### src/tbsd_pkg.sv
`default_nettype none

package tbsd_pkg;

   localparam int COORD_BITS_DEFAULT = 16;
   localparam int POINT_BITS         = 16;
   localparam int DIST_BITS          = 18;
   localparam int BOX_BITS           = 64;
   localparam int SPLIT_BITS         = 32;
   localparam int CSR_INDEX_BITS     = 2;
   localparam int CSR_DATA_BITS      = 64;
   localparam int ROOT_BITS_DEFAULT  = COORD_BITS_DEFAULT + 1;

   typedef enum logic [CSR_INDEX_BITS-1:0] {
      CSR_BOX_ONE,
      CSR_BOX_TWO,
      CSR_BOX_THREE,
      CSR_SPLIT_POINTS
   } csr_index_type;

   typedef enum logic [1:0] {
      REGION_OUTSIDE,
      REGION_INSIDE,
      REGION_TOP_EDGE,
      REGION_EDGE
   } region_type;

endpackage

`default_nettype wire

### src/tbsd_sqrt.sv
`default_nettype none

module tbsd_sqrt #(
   parameter int ROOT_BITS = tbsd_pkg::ROOT_BITS_DEFAULT
) (
   input  wire logic                     clock,
   input  wire logic [2*ROOT_BITS-2:0]   radicand,
   output logic      [ROOT_BITS-1:0]     root
);

   localparam int REM_BITS = 2 * ROOT_BITS + 1;

   logic [REM_BITS-1:0]  rem_ff  [ROOT_BITS];
   logic [ROOT_BITS-1:0] root_ff [ROOT_BITS];

   // one root bit per stage, most significant first
   for (genvar k = 0; k < ROOT_BITS; k++) begin : g_stage
      localparam int BIT = ROOT_BITS - 1 - k;

      logic [REM_BITS-1:0]  rem_prev;
      logic [ROOT_BITS-1:0] root_prev;
      logic [REM_BITS-1:0]  trial;
      logic [REM_BITS-1:0]  rem_in;
      logic [ROOT_BITS-1:0] root_in;

      if (k == 0) begin : g_first
         assign rem_prev  = REM_BITS'(radicand);
         assign root_prev = '0;
      end else begin : g_next
         assign rem_prev  = rem_ff[k-1];
         assign root_prev = root_ff[k-1];
      end

      assign trial = (REM_BITS'(root_prev) << (BIT + 1)) + (REM_BITS'(1) << (2 * BIT));

      always_comb begin
         rem_in  = rem_prev;
         root_in = root_prev;
         if (rem_prev >= trial) begin
            rem_in  = rem_prev - trial;
            root_in = root_prev | (ROOT_BITS'(1) << BIT);
         end
      end

      always_ff @(posedge clock) begin
         rem_ff[k]  <= rem_in;
         root_ff[k] <= root_in;
      end
   end

   assign root = root_ff[ROOT_BITS-1];

endmodule

`default_nettype wire

### src/three_box_signed_distance.sv
`default_nettype none

// Signed distance from a Q8.8 point to one of three rectangles.
// Rectangles and the two x separators are written through the csr_ port
// (csr_index picks box one, two, three or the separators); csr_ready is
// always high. Write them only while no word is in flight.
// A point is taken on start while busy is low; busy stays low, so a new
// point may be taken every cycle. The x coordinate selects the rectangle,
// outside points get the floor square root of dx*dx + dy*dy, inside points
// minus the nearest edge distance, boundary points zero (top edge between
// the sides: minus the nearer side distance).
// The result shows on rsp_signed_distance with rsp_strobe high for one
// cycle, after four stages of box select, compare, multiply and sum and
// then the square root pipeline, one root bit per stage, and an output
// register. Throughput: one word per cycle.
// Reset clears the configuration registers and valid bits to zero and drops every word in flight.
// The receiver cannot stall; every result is presented exactly once.
module three_box_signed_distance #(
   parameter int COORD_BITS = tbsd_pkg::COORD_BITS_DEFAULT
) (
   input  wire logic                                  clock,
   input  wire logic                                  reset,
   input  wire logic                                  start,
   output logic                                       busy,
   input  wire logic signed [tbsd_pkg::POINT_BITS-1:0] req_point_x,
   input  wire logic signed [tbsd_pkg::POINT_BITS-1:0] req_point_y,
   output logic                                       rsp_strobe,
   output logic signed [tbsd_pkg::DIST_BITS-1:0]      rsp_signed_distance,
   input  wire logic                                  csr_valid,
   output logic                                       csr_ready,
   input  wire logic [tbsd_pkg::CSR_INDEX_BITS-1:0]   csr_index,
   input  wire logic [tbsd_pkg::CSR_DATA_BITS-1:0]    csr_data
);

   localparam int MAG_BITS  = (COORD_BITS > tbsd_pkg::POINT_BITS) ?
                              COORD_BITS : tbsd_pkg::POINT_BITS;
   localparam int WIDE_BITS = MAG_BITS + 1;
   localparam int ROOT_BITS = MAG_BITS + 1;
   localparam int SQ_BITS   = 2 * MAG_BITS + 1;
   localparam int RES_BITS  = ROOT_BITS + 1;
   localparam int BOX_BITS  = tbsd_pkg::BOX_BITS;
   localparam int SPLIT_BITS = tbsd_pkg::SPLIT_BITS;
   localparam logic signed [RES_BITS-1:0] SAT_HI =
      RES_BITS'((64'sd1 <<< (tbsd_pkg::DIST_BITS - 1)) - 64'sd1);
   localparam logic signed [RES_BITS-1:0] SAT_LO = -SAT_HI - RES_BITS'(1);

   function automatic logic signed [COORD_BITS-1:0] box_field(
      input logic [BOX_BITS-1:0] value,
      input int                  idx
   );
      logic [BOX_BITS+4*COORD_BITS-1:0] ext;
      ext = {{(4 * COORD_BITS){1'b0}}, value};
      return ext[idx*COORD_BITS +: COORD_BITS];
   endfunction

   function automatic logic signed [COORD_BITS-1:0] split_field(
      input logic [SPLIT_BITS-1:0] value,
      input int                    idx
   );
      logic [SPLIT_BITS+2*COORD_BITS-1:0] ext;
      ext = {{(2 * COORD_BITS){1'b0}}, value};
      return ext[idx*COORD_BITS +: COORD_BITS];
   endfunction

   // configuration registers
   logic [BOX_BITS-1:0]   box_one_ff, box_two_ff, box_three_ff;
   logic [SPLIT_BITS-1:0] split_ff;

   assign csr_ready = 1'b1;
   assign busy      = 1'b0;

   always_ff @(posedge clock) begin
      if (reset) begin
         box_one_ff   <= '0;
         box_two_ff   <= '0;
         box_three_ff <= '0;
         split_ff     <= '0;
      end else if (csr_valid && csr_ready) begin
         unique case (tbsd_pkg::csr_index_type'(csr_index))
            tbsd_pkg::CSR_BOX_ONE:      box_one_ff   <= csr_data[BOX_BITS-1:0];
            tbsd_pkg::CSR_BOX_TWO:      box_two_ff   <= csr_data[BOX_BITS-1:0];
            tbsd_pkg::CSR_BOX_THREE:    box_three_ff <= csr_data[BOX_BITS-1:0];
            tbsd_pkg::CSR_SPLIT_POINTS: split_ff     <= csr_data[SPLIT_BITS-1:0];
         endcase
      end
   end

   // stage 1: box select
   logic signed [WIDE_BITS-1:0] x_wide, y_wide, split_one, split_two;
   logic [BOX_BITS-1:0]         box_sel;
   logic                        s1_valid_ff;
   logic signed [WIDE_BITS-1:0] s1_x_ff, s1_y_ff;
   logic signed [WIDE_BITS-1:0] s1_left_ff, s1_right_ff, s1_bottom_ff, s1_top_ff;

   assign x_wide    = WIDE_BITS'(req_point_x);
   assign y_wide    = WIDE_BITS'(req_point_y);
   assign split_one = WIDE_BITS'(split_field(split_ff, 0));
   assign split_two = WIDE_BITS'(split_field(split_ff, 1));

   always_comb begin
      if (x_wide < split_one) begin
         box_sel = box_one_ff;
      end else if (x_wide <= split_two) begin
         box_sel = box_two_ff;
      end else begin
         box_sel = box_three_ff;
      end
   end

   always_ff @(posedge clock) begin
      s1_x_ff      <= x_wide;
      s1_y_ff      <= y_wide;
      s1_left_ff   <= WIDE_BITS'(box_field(box_sel, 0));
      s1_right_ff  <= WIDE_BITS'(box_field(box_sel, 1));
      s1_bottom_ff <= WIDE_BITS'(box_field(box_sel, 2));
      s1_top_ff    <= WIDE_BITS'(box_field(box_sel, 3));
   end

   // stage 2: edge distances and region
   logic signed [WIDE_BITS-1:0] in_right, in_left, in_top, in_bottom;
   logic signed [WIDE_BITS-1:0] neg_right, neg_left, neg_top, neg_bottom;
   logic [MAG_BITS-1:0]         dx_in, dy_in;
   logic signed [WIDE_BITS-1:0] min_h_in, min_v_in;
   tbsd_pkg::region_type        region_in;
   logic                        s2_valid_ff;
   tbsd_pkg::region_type        s2_region_ff;
   logic [MAG_BITS-1:0]         s2_dx_ff, s2_dy_ff;
   logic signed [WIDE_BITS-1:0] s2_min_h_ff, s2_min_v_ff;

   assign in_right   = s1_right_ff - s1_x_ff;
   assign in_left    = s1_x_ff - s1_left_ff;
   assign in_top     = s1_top_ff - s1_y_ff;
   assign in_bottom  = s1_y_ff - s1_bottom_ff;
   assign neg_right  = -in_right;
   assign neg_left   = -in_left;
   assign neg_top    = -in_top;
   assign neg_bottom = -in_bottom;

   always_comb begin
      // left wins over right, bottom over top
      if (in_left < 0) begin
         dx_in = neg_left[MAG_BITS-1:0];
      end else if (in_right < 0) begin
         dx_in = neg_right[MAG_BITS-1:0];
      end else begin
         dx_in = '0;
      end
      if (in_bottom < 0) begin
         dy_in = neg_bottom[MAG_BITS-1:0];
      end else if (in_top < 0) begin
         dy_in = neg_top[MAG_BITS-1:0];
      end else begin
         dy_in = '0;
      end
      min_h_in = (in_right < in_left) ? in_right : in_left;
      min_v_in = (in_top < in_bottom) ? in_top : in_bottom;
      if (in_left < 0 || in_right < 0 || in_bottom < 0 || in_top < 0) begin
         region_in = tbsd_pkg::REGION_OUTSIDE;
      end else if (in_left > 0 && in_right > 0 && in_bottom > 0 && in_top > 0) begin
         region_in = tbsd_pkg::REGION_INSIDE;
      end else if (in_top == 0 && in_left > 0 && in_right > 0) begin
         region_in = tbsd_pkg::REGION_TOP_EDGE;
      end else begin
         region_in = tbsd_pkg::REGION_EDGE;
      end
   end

   always_ff @(posedge clock) begin
      s2_region_ff <= region_in;
      s2_dx_ff     <= dx_in;
      s2_dy_ff     <= dy_in;
      s2_min_h_ff  <= min_h_in;
      s2_min_v_ff  <= min_v_in;
   end

   // stage 3: squares and inside value
   logic [2*MAG_BITS-1:0]      sq_x_in, sq_y_in;
   logic signed [RES_BITS-1:0] alt_in;
   logic signed [WIDE_BITS-1:0] min_hv;
   logic                       s3_valid_ff, s3_use_root_ff;
   logic [2*MAG_BITS-1:0]      s3_sq_x_ff, s3_sq_y_ff;
   logic signed [RES_BITS-1:0] s3_alt_ff;

   assign sq_x_in = s2_dx_ff * s2_dx_ff;
   assign sq_y_in = s2_dy_ff * s2_dy_ff;
   assign min_hv  = (s2_min_h_ff < s2_min_v_ff) ? s2_min_h_ff : s2_min_v_ff;

   always_comb begin
      case (s2_region_ff)
         tbsd_pkg::REGION_INSIDE:   alt_in = -RES_BITS'(min_hv);
         tbsd_pkg::REGION_TOP_EDGE: alt_in = -RES_BITS'(s2_min_h_ff);
         default:                   alt_in = '0;
      endcase
   end

   always_ff @(posedge clock) begin
      s3_sq_x_ff     <= sq_x_in;
      s3_sq_y_ff     <= sq_y_in;
      s3_alt_ff      <= alt_in;
      s3_use_root_ff <= (s2_region_ff == tbsd_pkg::REGION_OUTSIDE);
   end

   // stage 4: sum of squares
   logic                       s4_valid_ff, s4_use_root_ff;
   logic [SQ_BITS-1:0]         s4_sum_ff;
   logic signed [RES_BITS-1:0] s4_alt_ff;

   always_ff @(posedge clock) begin
      s4_sum_ff      <= SQ_BITS'(s3_sq_x_ff) + SQ_BITS'(s3_sq_y_ff);
      s4_alt_ff      <= s3_alt_ff;
      s4_use_root_ff <= s3_use_root_ff;
   end

   // square root with side line of matching depth
   logic [ROOT_BITS-1:0]       root;
   logic                       side_valid_ff   [ROOT_BITS];
   logic                       side_use_root_ff[ROOT_BITS];
   logic signed [RES_BITS-1:0] side_alt_ff     [ROOT_BITS];

   tbsd_sqrt #(
      .ROOT_BITS (ROOT_BITS)
   ) u_sqrt (
      .clock    (clock),
      .radicand (s4_sum_ff),
      .root     (root)
   );

   always_ff @(posedge clock) begin
      side_use_root_ff[0] <= s4_use_root_ff;
      side_alt_ff[0]      <= s4_alt_ff;
      for (int k = 1; k < ROOT_BITS; k++) begin
         side_use_root_ff[k] <= side_use_root_ff[k-1];
         side_alt_ff[k]      <= side_alt_ff[k-1];
      end
   end

   // final select and saturation
   logic signed [RES_BITS-1:0]            root_s, pick;
   logic signed [tbsd_pkg::DIST_BITS-1:0] dist_in;
   logic                                  rsp_strobe_ff;
   logic signed [tbsd_pkg::DIST_BITS-1:0] rsp_dist_ff;

   assign root_s = RES_BITS'(root);
   assign pick   = side_use_root_ff[ROOT_BITS-1] ? root_s : side_alt_ff[ROOT_BITS-1];

   always_comb begin
      if (pick > SAT_HI) begin
         dist_in = SAT_HI[tbsd_pkg::DIST_BITS-1:0];
      end else if (pick < SAT_LO) begin
         dist_in = SAT_LO[tbsd_pkg::DIST_BITS-1:0];
      end else begin
         dist_in = pick[tbsd_pkg::DIST_BITS-1:0];
      end
   end

   always_ff @(posedge clock) begin
      rsp_dist_ff <= dist_in;
   end

   // valid bits
   always_ff @(posedge clock) begin
      if (reset) begin
         s1_valid_ff   <= 1'b0;
         s2_valid_ff   <= 1'b0;
         s3_valid_ff   <= 1'b0;
         s4_valid_ff   <= 1'b0;
         rsp_strobe_ff <= 1'b0;
         for (int k = 0; k < ROOT_BITS; k++) begin
            side_valid_ff[k] <= 1'b0;
         end
      end else begin
         s1_valid_ff      <= start && !busy;
         s2_valid_ff      <= s1_valid_ff;
         s3_valid_ff      <= s2_valid_ff;
         s4_valid_ff      <= s3_valid_ff;
         side_valid_ff[0] <= s4_valid_ff;
         for (int k = 1; k < ROOT_BITS; k++) begin
            side_valid_ff[k] <= side_valid_ff[k-1];
         end
         rsp_strobe_ff <= side_valid_ff[ROOT_BITS-1];
      end
   end

   assign rsp_strobe          = rsp_strobe_ff;
   assign rsp_signed_distance = rsp_dist_ff;

endmodule

`default_nettype wire

### config.mk
export PLATFORM = sky130hd
export DESIGN_NAME = three_box_signed_distance
export DESIGN_NICKNAME = d
export VERILOG_FILES = /design/src/tbsd_pkg.sv /design/src/tbsd_sqrt.sv /design/src/three_box_signed_distance.sv
export SDC_FILE = /design/constraint.sdc
export NUM_CORES = 2
export LEC_CHECK = 0
export ABC_CLOCK_PERIOD_IN_PS = 7900
export BUFFER_PORTS_ARGS = -buffer_cell sky130_fd_sc_hd__buf_2
export CAP_MARGIN = 20
export CORE_ASPECT_RATIO = 0.6
export CORE_MARGIN = 5
export CORE_UTILIZATION = 55
export CTS_CLUSTER_SIZE = 20
export DETAILED_ROUTE_END_ITERATION = 10
export HOLD_SLACK_MARGIN = 0.02
export PLACE_DENSITY = 0.71
export SYNTH_ARGS = -nofsm -noshare
export SYNTH_HDL_FRONTEND = slang
export SYNTH_HIERARCHICAL = 1
export SYNTH_SLANG_ARGS = --single-unit
### constraint.sdc
create_clock -name clock -period 7.9 [get_ports clock]
set_clock_uncertainty 0.1 [all_clocks]
set_input_delay 0.395 -clock clock [delete_from_list [all_inputs] [get_ports clock]]
set_output_delay 0.395 -clock clock [all_outputs]
set_load 0.01 [all_outputs]
# After elaboration in Yosys (flattened, before gate mapping)

Memories as Yosys holds them, arrays and structs flattened. A register that Yosys moved wholly into a read port is not among the register bits.
Index checks and enable logic that the tools add are counted.

Register bits: 545
Latch bits: 0
RAM bits: 1,224
ROM bits: 0
Bits of input ports: 102
Output and inout port bits: 21
Logic and storage cells: 217
Memories: 5

Add/subtract/negate cells: 44
Multiply operators: 2
Divide/modulo/power cells: 0
$lt $le $gt $ge: 32
Equality and inequality tests: 5
Shifts and indexed selects: 0
Muxes and demuxes: 68
Bitwise gates (word level): 17
Reduce and logical (&&, ||, !) cells: 16

Memories:

| memory           | words | width | read ports | clocked after memory_dff | write ports | line                             | RTL |
|---|---|---|---|---|---|---|---|
| u_sqrt.rem_ff    | 17    | 35    | 16         | 0                        | 17          | tbsd_sqrt.sv:13                  | `logic [REM_BITS-1:0] rem_ff [ROOT_BITS];` |
| side_alt_ff      | 17    | 18    | 17         | 0                        | 17          | three_box_signed_distance.sv:218 | `logic signed [RES_BITS-1:0] side_alt_ff [ROOT_BITS];` |
| u_sqrt.root_ff   | 17    | 17    | 17         | 0                        | 17          | tbsd_sqrt.sv:14                  | `logic [ROOT_BITS-1:0] root_ff [ROOT_BITS];` |
| side_use_root_ff | 17    | 1     | 17         | 0                        | 17          | three_box_signed_distance.sv:217 | `logic side_use_root_ff[ROOT_BITS];` |
| side_valid_ff    | 17    | 1     | 17         | 1                        | 17          | three_box_signed_distance.sv:216 | `logic side_valid_ff [ROOT_BITS];` |

Operators with widths:

| kind                   | number |
|---|---|
| $mux 35                | 17 |
| $ge 35x35->1           | 14 |
| $sub 35x35->35         | 14 |
| $mux 64                | 2 |
| $mux 16                | 5 |
| $gt 17x1->1 const B    | 4 |
| $lt 17x1->1 const B    | 4 |
| $mux 17                | 4 |
| $sub 16x16->17         | 4 |
| $mul 16x16->32         | 2 |
| $neg 16->16            | 4 |
| $lt 17x17->1           | 3 |
| $mux 18                | 2 |
| $neg 17->18            | 2 |
| $pmux 18 s2            | 1 |
| $ge 35x19->1           | 1 |
| $ge 35x20->1           | 1 |
| $sub 35x19->35         | 1 |
| $sub 35x20->35         | 1 |
| $add 33x31->34 const B | 1 |
| $sub 33x33->34 const B | 1 |
| $add 32x29->33 const B | 1 |
| $add 32x32->33         | 1 |
| $ge 33x33->1 const B   | 1 |
| other kinds (42)       | 93 |

# Longest topological paths before layout

Depth in word-level cells: 6
Mapped depth: 26
Mapped depth without buffers: 25

# Cells and area by module

The synthesis kept the hierarchy.

Modules (own cells, without submodules):

| module                    | instances | cells each | area an instance (um^2) | sequential area each (um^2) |
|---|---|---|---|---|
| three_box_signed_distance | 1         | 4,883      | 46,255.6                | 17,697.0 |
| tbsd_sqrt                 | 1         | 2,627      | 26,626.8                | 14,253.7 |

# Least setup slack after synthesis

OpenSTA, ideal clock, no wires.

Path type: reg-to-reg
Start point: register s2_dx_ff[4]
End point: register s3_sq_x_ff[31]
Library setup time: 0.118 ns
Data arrival time: 6.295 ns
Required time: 7.682 ns
Slack: 1.387 ns
Cell stages (with the launch flop): 24
Buffers on the path: 2
Clock period less this slack: 6.513 ns
Cells stage by stage: dfxtp_1 > clkbuf_1 > clkbuf_1 > nand2_1 > fa_1 > fa_1 > inv_1 > fa_1 > fa_1 > fa_1 > inv_1 > fa_1 > inv_1 > ha_1 > a21o_1 > a21oi_1 > nor2_1 > o31a_1 > o21ai_0 > a31oi_1 > o41ai_1 > o2111ai_1 > o31a_1 > xnor2_1

Word-level cells in the longest chain between the ends: 1

Ends and longest elaborated chain:

| element                | line                             | RTL |
|---|---|---|
| start, declared        | three_box_signed_distance.sv:127 | `logic [MAG_BITS-1:0] s2_dx_ff, s2_dy_ff;` |
| start signal, assigned | three_box_signed_distance.sv:170 | `s2_dx_ff <= dx_in;` |
| $mul 16x16->32         | three_box_signed_distance.sv:184 | `assign sq_x_in = s2_dx_ff * s2_dx_ff;` |
| named net sq_x_in[31]  | three_box_signed_distance.sv:177 | `logic [2*MAG_BITS-1:0] sq_x_in, sq_y_in;` |
| end signal, assigned   | three_box_signed_distance.sv:197 | `s3_sq_x_ff <= sq_x_in;` |
| end, declared          | three_box_signed_distance.sv:181 | `logic [2*MAG_BITS-1:0] s3_sq_x_ff, s3_sq_y_ff;` |

The timed path passes the listed nets, and every way through them passes these cells.
A chain may end at the register's enable or synchronous reset.

# Worst setup path in the final report

Start point: register s2_dy_ff[9]
End point: register s3_sq_y_ff[31]

Word-level cells in the longest chain between the ends: 1

Ends and longest elaborated chain:

| element                | line                             | RTL |
|---|---|---|
| start, declared        | three_box_signed_distance.sv:127 |  |
| start signal, assigned | three_box_signed_distance.sv:171 | `s2_dy_ff <= dy_in;` |
| $mul 16x16->32         | three_box_signed_distance.sv:185 | `assign sq_y_in = s2_dy_ff * s2_dy_ff;` |
| named net sq_y_in[31]  | three_box_signed_distance.sv:177 |  |
| end signal, assigned   | three_box_signed_distance.sv:198 | `s3_sq_y_ff <= sq_y_in;` |
| end, declared          | three_box_signed_distance.sv:181 |  |

The timed path passes the listed nets, and every way through them passes these cells.

==> flow_summary.toml <==
[floorplan]
initial_core_util_pct = 55.4
ios = 123
dieHeight_um = 292
rows = 103
die_x_um = 480
coreArea_sq_mm = 0.132
die-area_sq_mm = 0.140

[sta]
rsz0062_at_grt = "no"
tightestPinTransition_ns = 1.20
final_hold_viol_count = 0
slew_headroom_pct = 18.0
finalSetupTns_ns = 0
slew_violations = 0
fmax_ghz = 0.142
timing.final.ws_setup_ns = 0.881
fin_crit_ns = 7.02
setup_viol_count_final = 0
finalCritPeriodShare_pct = 88.9

[logic_synthesis]
synth_top_area_cell = "dfxtp_1"
syn_inst = 7510
synth_edf_count = 0
yosysWarningCount = 6
synth.avg_cell_area_sq_um = 9.70
ys_async_sr_fraction_pct = 0
synth_cell_types = 100
ys_seq_elements = 1596
synth.cell_area_sq_mm = 0.0729
synth.top_cell.area_share_pct = 43.8
ys_seq_area_share_pct = 43.8
synth_top_cells_by_area = "dfxtp_1 (44%), ha_1 (9.5%), fa_1 (9.1%)"
ys.flop_type = "dfxtp_1"

[place]
hpwl_um = 125000
pre_cts_ws_ns = 0.907
port-buffer-count = 120
place_area_sq_mm = 0.0753
gp_congestion = 0.897

[drt]
drt-initial-drc-count = 3710
drt-pass1-iter-count = 5
vias_per_cell = 5.38
vias = 51800
routedWlPerCell_um = 17.5
final_antenna_net_count = 0
routed_wl_um = 168000
drc_errors = 0

[clock_network]
cts_made_buffers = 140
cts.sinks = 1596
clk_latency_ns = 0.78
cts_resized = 0
cts_setup_buffers = 0
cts.path.max_buffers = 3
clock-root-buffer = "clkbuf_16"
cts_max_level = 4
path_clk_slew_ns = 0.07
cts_tree = "yes"

[run_status]
status = "finished, final reports clean"

[final_layout]
drive_above_1_share_pct = 6.89
multiInputGateArea_sq_mm = 0.0368
post-route-util_pct = 61.9
nNetsFinal = 8706
nFillCells = 10900
syn_to_final_growth_pct = 11.7
final_cell_mix = "dfxtp_1 (1596), inv_1 (899), nand2_1 (873)"
final_area_sq_mm = 0.0814
seq_area_sq_mm = 0.0320
final_common_cell = "dfxtp_1"

[setup_path]
required_ns = 8.45
worstSetupEndpointType = "flip-flop"
crit_type = "flip-flop to flip-flop"
critPathMaxFanout = 17
reg2reg_setup_slack_ns = 0.88
arrival_ns = 7.57
start_kind = "flip-flop"

[power_and_ir_drop]
peakVddDrop_uv = 495
total_leakage_power_nw = 36.9
power_density_mw_per_mm2 = 444
power_mw = 36.1

[global_routing]
grt_max_degree = 154
grt_pass1_wl_um = 272000
grt_antenna_before_repair = 4
grt_pass1_vias = 50800
track_usage_pct = 23.8
overflow = 0

[flow_run]
max_cap_violations = 0

[worst_hold_path]
holdCritPathClass = "primary input to flip-flop"
-- worst max-delay path: stages (launching register included) --
cell and delay (ns):
dfxtp_1 0.85, and2_1 0.28, inv_1 0.07, fa_1 0.50, inv_1 0.06, fa_1 0.49, inv_1 0.05, fa_1 0.47
inv_1 0.06, fa_1 0.50, fa_1 0.55, inv_1 0.06, fa_1 0.54, inv_1 0.05, ha_1 0.32, nand2_1 0.10
or2_2 0.33, a31oi_1 0.54, a2111oi_0 0.23, nor3_1 0.38, a21o_1 0.18, a21oi_1 0.07, xnor2_1 0.13
-- layer usage --
layer	GRT usage [%]	vias to the layer above	wire (um)
li1	-	25300	-
met1	36.7	24800	84100
met2	34.8	1457	70400
met3	4.37	198	11400
met4	4.91	0	2290
met5	0	-	0
-- timing repair --
action                                  4_1_cts  5_1_grt
hold endpoints to repair                    257       66
endpoints found under the setup margin        0        0
hold buffers                                106        1
-- flip-flops by register name (all words and copies together), names as in the netlist, 32 cells and up --
signal,cells
box_two_ff,64
u_sqrt/rem_ff,559
u_sqrt/root_ff,153
box_three_ff,64
s4_sum_ff,33
side_alt_ff,306
split_ff,32
box_one_ff,64
-- final cells by class --
| class | instances | share of cell area (%) |
|---|---|---|
| diodes | 2 | 0.00615 |
| clock buffers | 186 | 4.85 |
| clock inverters | 69 | 1.24 |
| inverters | 903 | 4.16 |
| multi-input cells | 4813 | 45.3 |
| flip-flops and latches | 1596 | 39.3 |
| well taps | 1785 | 2.74 |
| repair buffers | 266 | 2.48 |
-- final timing paths --
check / start / to / depth (start not counted)
setup reg to reg: s2_dy_ff[9]$_DFF_P_ / s3_sq_y_ff[31]$_DFF_P_ / 22
setup / recovery: s2_dy_ff[9]$_DFF_P_ / s3_sq_y_ff[31]$_DFF_P_ / 22
hold / removal: csr_valid / box_one_ff[6]$_SDFFE_PP0P_ / 4
hold reg to reg: s3_alt_ff[5]$_SDFF_PN0_ / s4_alt_ff[5]$_DFF_P_ / 0
-- stage by stage --
step                      std cells  hold WS (ns)
after floorplan                7511         0.210
after global placement         9251         0.210
after detailed placement       9251         0.212
after CTS                      9612        0.0476
after global routing           9620        0.0906
final                          9620         0.103
-- logic make-up after synthesis --
| logic type | after synthesis | synth area share (%) |
|---|---|---|
| flip-flops | 1596 | 43.8 |
| buffers and inverters | 1102 | 5.71 |
| AND/OR/NAND/NOR | 2079 | 13.7 |
| other | 3 | 0.0154 |
| AO/OA/AOI/OAI | 1249 | 10.6 |
| adder cells (fa/ha/maj) | 884 | 18.6 |
| XOR/XNOR | 445 | 5.37 |
| multiplexers | 152 | 2.17 |
-- Yosys cell counts, drive strengths merged, types with 54 or more instances --
cell,number
a21o,107
a21oi,492
and2,98
clkbuf,168
dfxtp,1596
fa,333
ha,551
inv,901
mux2i,103
nand2,873
nand2b,54
nand3,119
nor2,324
nor2b,75
nor3,147
nor4,119
o21a,73
o21ai,266
xnor2,268
xor2,177
-- power breakdown --
| group | leakage [nW] | internal [mW] | switching, mW |
|---|---|---|---|
| clock network | 2.38 | 4.03 | 3.15 |
| registers | 13.2 | 10.4 | 1.63 |
| logic | 21.4 | 7.18 | 9.77 |
Note: power is estimated with default switching activity, not from simulation.
